<file path="src/sv/rmq_pkg.sv">
// Shared widths, lane types and pivot selection codes for the
// rotation-matrix-to-quaternion pipeline. No dependencies.
`timescale 1ns / 1ps
`default_nettype none
package rmq_pkg;

   localparam int FRAC_BITS = 16;
   localparam int IN_W      = 18;
   localparam int NUM_W     = IN_W + 1;
   localparam int RAD_W     = IN_W + 1;
   localparam int CALC_W    = IN_W + 3;
   localparam int SQ_IN_W   = 2 * ((RAD_W + FRAC_BITS + 1) / 2);
   localparam int SQ_STEPS  = SQ_IN_W / 2;
   localparam int ROOT_W    = SQ_STEPS;
   localparam int SQ_REM_W  = ROOT_W + 4;
   localparam int DVD_W     = NUM_W + FRAC_BITS;
   localparam int DIV_W     = ROOT_W + 1;
   localparam int DREM_W    = DIV_W + 1;
   localparam int DIV_STEPS = DVD_W;
   localparam int PIV_W     = ROOT_W;
   localparam logic [IN_W-1:0] ONE_Q = IN_W'(1) << FRAC_BITS;

   typedef enum logic [1:0] {
      SEL_X = 2'd0,
      SEL_Y = 2'd1,
      SEL_Z = 2'd2,
      SEL_W = 2'd3
   } sel_type;

   typedef struct packed {
      logic [SQ_REM_W-1:0] rem;
      logic [ROOT_W-1:0]   root;
      logic [SQ_IN_W-1:0]  rad;
   } sq_lane_type;

   typedef struct packed {
      logic [DREM_W-1:0] rem;
      logic [DIV_W-1:0]  dvsr;
      logic [DVD_W-1:0]  dvd;
      logic [DVD_W-1:0]  quo;
   } dv_lane_type;

   typedef struct packed {
      sel_type                  sel;
      logic signed [NUM_W-1:0]  n0;
      logic signed [NUM_W-1:0]  n1;
      logic signed [NUM_W-1:0]  n2;
   } sq_side_type;

   typedef struct packed {
      sel_type          sel;
      logic [2:0]       neg;
      logic [PIV_W-1:0] pivot;
   } dv_side_type;

endpackage
`default_nettype wire

</file>
<file path="src/sv/rmq_div_cell.sv">
// One bit step of the restoring divider: one dividend bit in, one quotient bit out.
// Depends on rmq_pkg.
`timescale 1ns / 1ps
`default_nettype none
module rmq_div_cell (
   input  wire                 clock,
   input  wire                 en,
   input  rmq_pkg::dv_lane_type lane_i,
   output rmq_pkg::dv_lane_type lane_o
);
   import rmq_pkg::*;

   logic [DREM_W-1:0] rem_sh;
   logic [DREM_W-1:0] dvsr_x;
   dv_lane_type       lane_ff;
   dv_lane_type       lane_in;

   always_comb begin
      rem_sh = {lane_i.rem[DREM_W-2:0], lane_i.dvd[DVD_W-1]};
      dvsr_x = {1'b0, lane_i.dvsr};
      lane_in.dvsr = lane_i.dvsr;
      lane_in.dvd  = {lane_i.dvd[DVD_W-2:0], 1'b0};
      if (rem_sh >= dvsr_x) begin
         lane_in.rem = rem_sh - dvsr_x;
         lane_in.quo = {lane_i.quo[DVD_W-2:0], 1'b1};
      end else begin
         lane_in.rem = rem_sh;
         lane_in.quo = {lane_i.quo[DVD_W-2:0], 1'b0};
      end
   end

   always_ff @(posedge clock) begin
      if (en) begin
         lane_ff <= lane_in;
      end
   end

   assign lane_o = lane_ff;
endmodule
`default_nettype wire

</file>
<file path="config.mk">
export PLATFORM = sky130hd
export DESIGN_NAME = rmq_div_cell
export DESIGN_NICKNAME = d
export VERILOG_FILES = /design/src/sv/rmq_pkg.sv /design/src/sv/rmq_div_cell.sv
export SDC_FILE = /design/constraint.sdc
export NUM_CORES = 1
export LEC_CHECK = 0
export BUFFER_PORTS_ARGS = -buffer_cell sky130_fd_sc_hd__buf_2
export CAP_MARGIN = 40
export CORE_UTILIZATION = 29
export CTS_BUF_LIST = sky130_fd_sc_hd__clkbuf_8
export DETAILED_ROUTE_END_ITERATION = 6
export GPL_ROUTABILITY_DRIVEN = 0
export GPL_TIMING_DRIVEN = 0
export HOLD_SLACK_MARGIN = 0.08
export SLEW_MARGIN = 10
export SYNTH_ARGS = -nofsm -noshare
export SYNTH_HDL_FRONTEND = slang
export SYNTH_SLANG_ARGS = --single-unit
</file>
<file path="constraint.sdc">
create_clock -name clock -period 3.9 [get_ports clock]
set_input_delay 0.195 -clock clock [delete_from_list [all_inputs] [get_ports clock]]
set_output_delay 0.195 -clock clock [all_outputs]
set_load 0.03 [all_outputs]
</file>
# After elaboration in Yosys (flattened, before gate mapping)

Index checks and enable logic that the tools add are counted.

Bits in registers: 108
Input bits: 111
Output and inout bits: 109
Word-level logic and storage cells: 8

Add/subtract/negate cells: 1
Order comparisons: 1
Multiplexer cells: 2

Operators by type and width:

| cell           | number |
|---|---|
| $ge 20x19->1   | 1 |
| $mux 20        | 1 |
| $sub 20x19->20 | 1 |
| $mux 1         | 1 |

# Depth between registers and ports, before layout

Word-level depth: 2
Gate-level depth with buffers: 11
Depth with buffers taken out: 10

# Worst setup path before layout

No wires, ideal clock.

Kind: input -> register
From: in lane_i[69] (netlist bit)
To: reg lane_ff (netlist bit lane_o[99]), data pin
Setup time: 262 ps
Arrival: 2052 ps
Data required time: 3638 ps
Setup slack: 1586 ps
Stages: 10
Path buffers: 0
Cells stage by stage: inv_1 -> ha_1 -> fa_1 -> nand2b_1 -> a21o_1 -> o21ai_1 -> a31o_1 -> o21ai_4 -> inv_2 -> mux2_1

RTL lines:

| element                | line               | RTL |
|---|---|---|
| start: declaration     | rmq_div_cell.sv:8  | `input rmq_pkg::dv_lane_type lane_i,` |
| end signal: assignment | rmq_div_cell.sv:34 | `lane_ff <= lane_in;` |
| end: declaration       | rmq_div_cell.sv:15 | `dv_lane_type lane_ff;` |

==> results.sh <==
export IMPL_ys_flop_type="edfxtp_1"
export IMPL_fin_tns_setup_ns=0
export IMPL_min_from="lane_i[95]"
export IMPL_htree_levels=3
export IMPL_yosys_top_cells_count="108 x edfxtp_1, 27 x nand2_1, 22 x o21ai_0, 20 x inv_1, 19 x ha_1"
export IMPL_post_drt_wl_per_cell_um=16.1
export IMPL_core_area_um2=15300
export IMPL_tightest_slew_ns=0.767
export IMPL_routed_wl_mm=13.5
export IMPL_syn_inst=309
export IMPL_cts_sinks=108
export IMPL_finalSetupViolCount=0
export IMPL_cellLeakagePower_nw=3.06
export IMPL_synthesis_nets=440
export IMPL_cts_buffers=9
export IMPL_area_growth_pct=53.1
export IMPL_fin_crit_ns=2.89
export IMPL_drt_pass1_iter_count=5
export IMPL_holdBufCountCts=87
export IMPL_worstPathRequired_ns=4.08
export IMPL_postCtsSetupRepairBufs=0
export IMPL_synth_most_common_cell="edfxtp_1"
export IMPL_relSlewSlack_pct=48.9
export IMPL_ys_seq_area_share_pct=70.8
export IMPL_criticalPathCategory="in -> reg"
export IMPL_crit_path_end_kind="flip-flop"
export IMPL_hpwl_mm=9.29
export IMPL_grt_max_degree=57
export IMPL_syn_area_per_cell_um2=14.8
export IMPL_path_clk_slew_ns=0.11
export IMPL_syn_area_um2=4580
export IMPL_track_usage_pct=16.4
export IMPL_rows=45
export IMPL_final_nets=755
export IMPL_seq_power_share_pct=50.6
export IMPL_initial_core_util_pct=29.9
export IMPL_internal_power_w=0.00192
export IMPL_postRouteAntennaNets=0
export IMPL_status="completed"
export IMPL_synth_seq_cells=108
export IMPL_grt_first_pass_wirelength_mm=19.8
export IMPL_async_flop_share_pct=0
export IMPL_die_x_um=128
export IMPL_hold_viol=0
export IMPL_cts_root_buf="clkbuf_8"
export IMPL_synth_edf_count=108
export IMPL_vdd_ir_drop_max_v=0.000156
export IMPL_portBuffers=216
export IMPL_fmax_ghz=0.346
export IMPL_dieHeight_um=128
export IMPL_drc=0
export IMPL_p_clk_share_pct=23.3
export IMPL_synthTopCellsByArea="edfxtp_1 71%, ha_1 5.2%, o21ai_0 2.4%"
export IMPL_p_comb_share_pct=26.2
export IMPL_grt_remaining_overflow=0
export IMPL_maxCapViolCount=0
export IMPL_power_density_nw_per_um2=405
export IMPL_die_area_um2=16300
export IMPL_cts_buffer_depth=2
export IMPL_ios=220
export IMPL_period_share_pct=74.1
export IMPL_cts_resized=0
export IMPL_yosysTopAreaCellShare_pct=70.8
export IMPL_switchingPower_w=0.000916
export IMPL_setup_worst_path_start="lane_i[70]"
export IMPL_cts_tree="built"
export IMPL_drive_above_1_share_pct=40.4
export IMPL_rsz0062_at_grt="false"
export IMPL_p_sw_share_pct=32.3
export IMPL_antenna_cells=0
export IMPL_grt_pass1_vias=3751
export IMPL_yosysWarnings=0
export IMPL_cp_max_fo=10
export IMPL_finalMaxSlewViolations=0
export IMPL_via_count=3693
export IMPL_hp_class="in -> reg"
export IMPL_final_util_pct=45.8
export IMPL_first_iter_violations=200
export IMPL_synth_cell_type_count=49
export IMPL_cp_arrival_ns=3.07
export IMPL_antenna_found_initial=1
export IMPL_synth_top_area_cell="edfxtp_1"
export IMPL_cp_start_kind="primary input"
export IMPL_avgViaCountPerCell=4.40
export IMPL_largest_reg_flops=108
==> power groups by stage <==
stage                     Clock [W]  Sequential (W)  Combinational [W]
final                      0.000661         0.00143           0.000742
after global placement            0         0.00146           0.000665
after CTS                  0.000691         0.00143           0.000746
after detailed placement          0         0.00146           0.000674
after floorplan                   0         0.00169           0.000197
after global routing       0.000728         0.00144           0.000800
==> cell usage in the layout, fill, tap and decap left out, types with 3 or more instances in the layout <==
cell	netlist	layout
a21o_1	9	9
a21oi_1	16	16
a31oi_1	4	4
buf_2	7	222
clkbuf_8	0	9
dlygate4sd3_1	0	87
edfxtp_1	108	108
ha_1	19	19
inv_1	20	20
nand2_1	27	27
nand2b_1	4	4
nand3_1	5	5
nand4_1	4	4
nor2_1	6	6
o211ai_1	3	3
o21ai_0	22	22
xnor2_1	8	8
xor2_1	7	7
==> stage by stage <==
| step | cells | hold slack, ns | worst slack, ns | cell area [µm²] | total power [W] |
|---|---|---|---|---|---|
| global route | 839 | 0.104 | 0.881 | 7010 | 0.00297 |
| floorplan | 309 | 0.294 | 1.59 | 4580 | 0.00189 |
| CTS | 839 | 0.0813 | 1.02 | 7010 | 0.00287 |
| detailed placement | 737 | 0.373 | 1.13 | 5960 | 0.00213 |
| global placement | 736 | 0.372 | 1.13 | 5930 | 0.00213 |
| finish | 839 | 0.0992 | 1.01 | 7010 | 0.00284 |
==> critical path: stages <==
cell	delay, ns
dlygate4sd3_1	0.53
buf_2	0.14
ha_1	0.20
fa_1	0.41
nand2b_1	0.18
a21o_1	0.20
o21ai_1	0.33
a31o_1	0.29
o21ai_4	0.11
buf_6	0.17
o31ai_1	0.30
==> logic make-up after synthesis <==
| logic type | count (synthesis) | synth area share, % |
|---|---|---|
| flops | 108 | 70.8 |
| compound gates | 71 | 10.6 |
| simple gates | 57 | 6.03 |
| buf+inv | 34 | 3.28 |
| fa+ha+maj | 20 | 5.63 |
| xor+xnor | 15 | 2.87 |
| mux | 3 | 0.737 |
| other cells | 1 | 0.0818 |
==> area by class of cell <==
cell class,instances,area [µm²]
inverter,21,78.8
timing repair buffer,304,1980
multi-input combinational,167,1190
fill,1428,8300
buffer,13,71.3
clock inverter,6,61.3
clock buffer,9,124
tap,211,264
sequential,108,3240
==> worst paths after layout <==
check / endpoint / slack (ns) / cells after the start
min: lane_o[96] / 0.1 / 3
max: lane_o[97] / 1.01 / 11
==> metal layers <==
metal	wire length, µm	track usage [%]
met5	15	0
met4	189	5.26
met3	977	4.76
met2	7050	31.0
met1	5270	17.6
Note: power is estimated with default switching activity, not from simulation.
