**config.mk**
```make
export PLATFORM = sky130hd
export DESIGN_NAME = rmq_sqrt_cell
export DESIGN_NICKNAME = d
export VERILOG_FILES = /design/src/sv/rmq_pkg.sv /design/src/sv/rmq_sqrt_cell.sv
export SDC_FILE = /design/constraint.sdc
export NUM_CORES = 1
export LEC_CHECK = 0
export BUFFER_PORTS_ARGS = -buffer_cell sky130_fd_sc_hd__buf_2
export CORE_ASPECT_RATIO = 0.5
export CORE_MARGIN = 2
export CORE_UTILIZATION = 52
export DETAILED_ROUTE_END_ITERATION = 10
export PLACE_DENSITY = 0.92
export SLEW_MARGIN = 20
export SYNTH_ARGS = -nofsm -noshare
export SYNTH_HDL_FRONTEND = slang
export SYNTH_SLANG_ARGS = --single-unit
```
**constraint.sdc**
```tcl
create_clock -name clock -period 5.4 [get_ports clock]
set_clock_uncertainty 0.05 [all_clocks]
set_input_delay 1.08 -clock clock [delete_from_list [all_inputs] [get_ports clock]]
set_output_delay 1.08 -clock clock [all_outputs]
set_load 0.02 [all_outputs]
```
**src/sv/rmq_pkg.sv**
```systemverilog
// Shared widths, lane types and pivot selection codes for the
// rotation-matrix-to-quaternion pipeline. No dependencies.
`timescale 1ns / 1ps
`default_nettype none
package rmq_pkg;

   localparam int FRAC_BITS = 16;
   localparam int IN_W      = 18;
   localparam int NUM_W     = IN_W + 1;
   localparam int RAD_W     = IN_W + 1;
   localparam int CALC_W    = IN_W + 3;
   localparam int SQ_IN_W   = 2 * ((RAD_W + FRAC_BITS + 1) / 2);
   localparam int SQ_STEPS  = SQ_IN_W / 2;
   localparam int ROOT_W    = SQ_STEPS;
   localparam int SQ_REM_W  = ROOT_W + 4;
   localparam int DVD_W     = NUM_W + FRAC_BITS;
   localparam int DIV_W     = ROOT_W + 1;
   localparam int DREM_W    = DIV_W + 1;
   localparam int DIV_STEPS = DVD_W;
   localparam int PIV_W     = ROOT_W;
   localparam logic [IN_W-1:0] ONE_Q = IN_W'(1) << FRAC_BITS;

   typedef enum logic [1:0] {
      SEL_X = 2'd0,
      SEL_Y = 2'd1,
      SEL_Z = 2'd2,
      SEL_W = 2'd3
   } sel_type;

   typedef struct packed {
      logic [SQ_REM_W-1:0] rem;
      logic [ROOT_W-1:0]   root;
      logic [SQ_IN_W-1:0]  rad;
   } sq_lane_type;

   typedef struct packed {
      logic [DREM_W-1:0] rem;
      logic [DIV_W-1:0]  dvsr;
      logic [DVD_W-1:0]  dvd;
      logic [DVD_W-1:0]  quo;
   } dv_lane_type;

   typedef struct packed {
      sel_type                  sel;
      logic signed [NUM_W-1:0]  n0;
      logic signed [NUM_W-1:0]  n1;
      logic signed [NUM_W-1:0]  n2;
   } sq_side_type;

   typedef struct packed {
      sel_type          sel;
      logic [2:0]       neg;
      logic [PIV_W-1:0] pivot;
   } dv_side_type;

endpackage
`default_nettype wire

```
**src/sv/rmq_sqrt_cell.sv**
```systemverilog
// One digit step of the restoring square root: two radicand bits in, one root bit out.
// Depends on rmq_pkg.
`timescale 1ns / 1ps
`default_nettype none
module rmq_sqrt_cell (
   input  wire                 clock,
   input  wire                 en,
   input  rmq_pkg::sq_lane_type lane_i,
   output rmq_pkg::sq_lane_type lane_o
);
   import rmq_pkg::*;

   logic [SQ_REM_W-1:0] rem_sh;
   logic [SQ_REM_W-1:0] trial;
   sq_lane_type         lane_ff;
   sq_lane_type         lane_in;

   always_comb begin
      rem_sh = {lane_i.rem[SQ_REM_W-3:0], lane_i.rad[SQ_IN_W-1 -: 2]};
      trial  = {{(SQ_REM_W-ROOT_W-2){1'b0}}, lane_i.root, 2'b01};
      lane_in.rad = {lane_i.rad[SQ_IN_W-3:0], 2'b00};
      if (rem_sh >= trial) begin
         lane_in.rem  = rem_sh - trial;
         lane_in.root = {lane_i.root[ROOT_W-2:0], 1'b1};
      end else begin
         lane_in.rem  = rem_sh;
         lane_in.root = {lane_i.root[ROOT_W-2:0], 1'b0};
      end
   end

   always_ff @(posedge clock) begin
      if (en) begin
         lane_ff <= lane_in;
      end
   end

   assign lane_o = lane_ff;
endmodule
`default_nettype wire

```
==> After elaboration in Yosys (flattened, before gate mapping) <==
Index checks and enable logic that the tools add are counted.
{ "totals": {"in_bits": 78, "word_cells": 6, "out_inout_bits": 76, "regBits": 74} }
{ "op_classes": {"n_addsub": 1, "n_lt_le_gt_ge": 1, "mux": 1} }
{ "op_table": {"columns": ["op", "count"], "rows": [
  ["two-way mux 40 bit", 1],
  ["greater-or-equal comparator 22 x 20 -> 1 bit", 1],
  ["subtractor 22 x 20 -> 22 bit", 1]
]} }

==> Logic depth before layout (Yosys ltp) <==
{ "logic_depth": {"word_depth": 2, "depth_mapped": 12, "mapped_depth_nobuf": 9} }

==> Worst setup path before layout <==
Ideal clock, no wire load.
{ "synth_path": {"path_type": "input-to-reg", "startpoint": "input lane_i[51] (netlist name)", "endpoint": "register lane_ff (netlist bit lane_o[56]) (data pin)", "path_stages": 12, "setup_ps": 261, "required_time_ps": 5089, "arrival_ps": 2929, "path_slack_ps": 2160, "path_cell_list": "inv_1 -> ha_1 -> clkbuf_1 -> a21oi_1 -> nor2_1 -> a211oi_1 -> nor4b_1 -> o31ai_2 -> buf_4 -> buf_4 -> nor2_1 -> a21oi_1"} }
{ "synth_rtl": {"columns": ["element", "line_no", "rtl"], "rows": [
  ["from (decl)", "rmq_sqrt_cell.sv:8", "input rmq_pkg::sq_lane_type lane_i,"],
  ["to (signal assigned)", "rmq_sqrt_cell.sv:33", "lane_ff <= lane_in;"],
  ["to (decl)", "rmq_sqrt_cell.sv:15", "sq_lane_type lane_ff;"]
]} }

==> out/results.txt <==
Final period util = 71.4%
yosys warns = 0
final WL = 8.66 mm
relative max-transition margin = 40.4%
first-pass GRT wire length = 13.2 mm
Int Power = 0.00124 W
Hold Crit Depth = 1
Synth area leaders = edfxtp_1 61%, ha_1 6.9%, a21oi_1 4.5%
syn_area_per_cell = 12.3 µm²
GRT Total Usage = 22.9%
initial DRC count = 227
Design Area, Final = 4790 µm²
commonest non-fill, non-tap cell in the layout = buf_2
Setup CP Type = primary input to register
Netlist Area Pre-Place = 3640 µm²
chip height = 63.2 µm
Starting Density = 54.2%
Worst setup SP type = primary input
Area Growth Syn to Fin = 31.5%
Final min period = 3860 ps
antenna fix cells = 0
# setup viols final = 0
status = finished, final reports clean
vias in the first global route = 2740
Die W = 122 µm
switching pwr = 0.000462 W
final weighted congestion in routability-driven placement = 0.972
hold_sp = lane_i[15]
layout cell share with drive strength beyond 1 = 37.8%
post-synthesis compound-gate area fraction = 13.3%
CTS H-tree lvls = 3
Top Usage Layer GRT = met2
Die Area = 7730 µm²
RSZ-0062 raised after global routing = no
cell count after synthesis = 297
Final #Nets = 548
routed length per placed instance = 15.8 µm
DRC Markers = 0
PortBufs = 149
Net Sw Frac = 27.1%
TritonCTS clock tree = done
post-synthesis adder-cell area fraction = 6.87%
Synth top area share = 61.0%
Synth Area in XOR/XNOR = 4.33%
sequential share of the synthesized area = 61.0%
post-synth top area cell = edfxtp_1
post_cts resized = 0
DR pass1 iterations = 5
Reg power frac = 42.2%
CTS Buffer Depth = 2
post-synthesis mux area share = 1.79%
Worst EP required = 5430 ps
post-synthesis register bit count = 74
met3 Usage GRT = 7.16%
largest net degree at the start of global routing = 75
initial antenna violation count = 0
clk slew on worst S/H paths = 60 ps
Placed Area = 4470 µm²
HPWL Detailed = 6.34 mm
Clk pwr share = 36.9%
Num CTS Buffers = 9
Worst Max-Slew Pin Slew = 894 ps
Largest register FFs = 74
Power Density = 356 nW/µm²
setup TNS = 0 ps
largest family of logic cells by synthesized area = compound AO/OA/AOI/OAI gates
Core Area = 6730 µm²
CTS Sinks = 74
Yosys cell types = 44
vias per cell = 5.42
post-route ant nets = 0
postcts setup bufs = 0
Hold WC Path Type = primary input to register
max cap viols = 0
via count = 2963
hold endpoint = lane_o[17]
final hold viol count = 0
CP arrival = 3880 ps
fmax = 0.259 GHz
# rows = 21
global route total overflow = 0
kind of end point of the critical path = register
Lkg Pwr = 2.15 nW
IO Pins = 154
crit-path max FO = 24
GR Layer Usage met1 = 27.0%
Post-Synth Simple-Gate Area = 8.55%
commonest cells after routing, fill and taps aside = 148 x buf_2, 74 x edfxtp_1, 33 x a21oi_1
Root Buffer = clkbuf_16
met2 Resource Use GR = 39.6%
Gate power share = 20.9%
hold_buf cts = 0
Worst VDD drop = 0.000191 V
Max Slew Vio Count = 0
==> power by group through the flow <==
stage / logic [W] / clock network [W] / registers, W
2_1_floorplan: 0.000145 / 0 / 0.000811
3_3_place_gp: 0.000340 / 0 / 0.000728
3_5_place_dp: 0.000349 / 0 / 0.000731
4_1_cts: 0.000354 / 0.000635 / 0.000720
5_1_grt: 0.000385 / 0.000665 / 0.000725
6_report: 0.000357 / 0.000629 / 0.000719
==> layout make-up <==
class | instances | area (µm²)
Clock buffer | 10 | 229
Clock inverter | 6 | 90.1
Fill cell | 472 | 1930
Inverter | 25 | 93.8
Multi-Input combinational cell | 190 | 1290
Sequential cell | 74 | 2220
Tap cell | 92 | 115
Timing Repair Buffer | 150 | 756
==> per-layer routing <==
| metal | up-vias | share of wire (%) |
|---|---|---|
| met3 | 19 | 7.3 |
| met4 | 0 | 1.8 |
| met1 | 1400 | 40 |
| li1 | 1403 | - |
| met5 | - | 0 |
| met2 | 141 | 51 |
==> worst max-delay path: stages <==
cell     delay [ps]
buf_2            90
inv_1            40
ha_1            430
and3_1          280
nand2_1         110
or4_1           540
o31ai_4         540
buf_4           390
mux2_2          380
==> worst max path at each step <==
stage                          start         end  slack, ps  depth (start not counted)
final                     lane_i[51]  lane_o[58]       1540                          9
after floorplan           lane_i[51]  lane_o[56]       2160                         12
after detailed placement  lane_i[51]  lane_o[58]       1210                          9
after global placement    lane_i[51]  lane_o[58]       1280                          9
after global routing      lane_i[51]  lane_o[58]       1360                          9
after CTS                 lane_i[51]  lane_o[58]       1540                          9
==> metrics by stage <==
stage / worst slack, ps / power [W] / instances / util [%] / hold WS [ps]
2_1_floorplan: 2160 / 0.000955 / 298 / - / 1130
3_3_place_gp: 1280 / 0.00107 / 531 / 66.5 / 1210
3_5_place_dp: 1210 / 0.00108 / 531 / 66.5 / 1210
4_1_cts: 1540 / 0.00171 / 547 / 71.2 / 863
5_1_grt: 1360 / 0.00178 / 547 / 71.2 / 855
6_report: 1540 / 0.00171 / 547 / 71.2 / 872
==> cell usage after synthesis <==
cell type  instances
mux2_2             4
a21bo_2            1
o311ai_0           1
conb_1             1
nand2b_1           1
or2_2              1
clkbuf_1           1
nor2b_1            1
nor4b_1            2
o21ai_0           13
a2111oi_0          1
a211oi_1           1
mux2i_1            2
ha_1              20
a31oi_1            3
a21o_1             7
nand3_1            3
nor2_1            26
o31a_1             1
o21bai_1           1
o32ai_1            1
o311ai_1           1
nor3_1             3
o21a_1             7
xnor2_1            8
a311oi_1           1
buf_2              3
a32oi_1            1
clkbuf_2           1
or4_1              2
buf_4              4
a211o_1            2
nor3b_1            1
o31ai_1            1
inv_1             25
o31ai_2            1
and4_1             1
nand2_1           16
o211ai_1           1
and3_1             4
edfxtp_1          74
nand4_1            5
xor2_1            10
a21oi_1           33
==> cell families after synthesis <==
logic type               after synthesis
multiplexers                           6
XOR/XNOR                              18
AO/OA/AOI/OAI                         78
buffers and inverters                 34
other                                  1
AND/OR/NAND/NOR                       66
flip-flops                            74
adder cells (fa/ha/maj)               20
(Power assumes the default switching activity.)
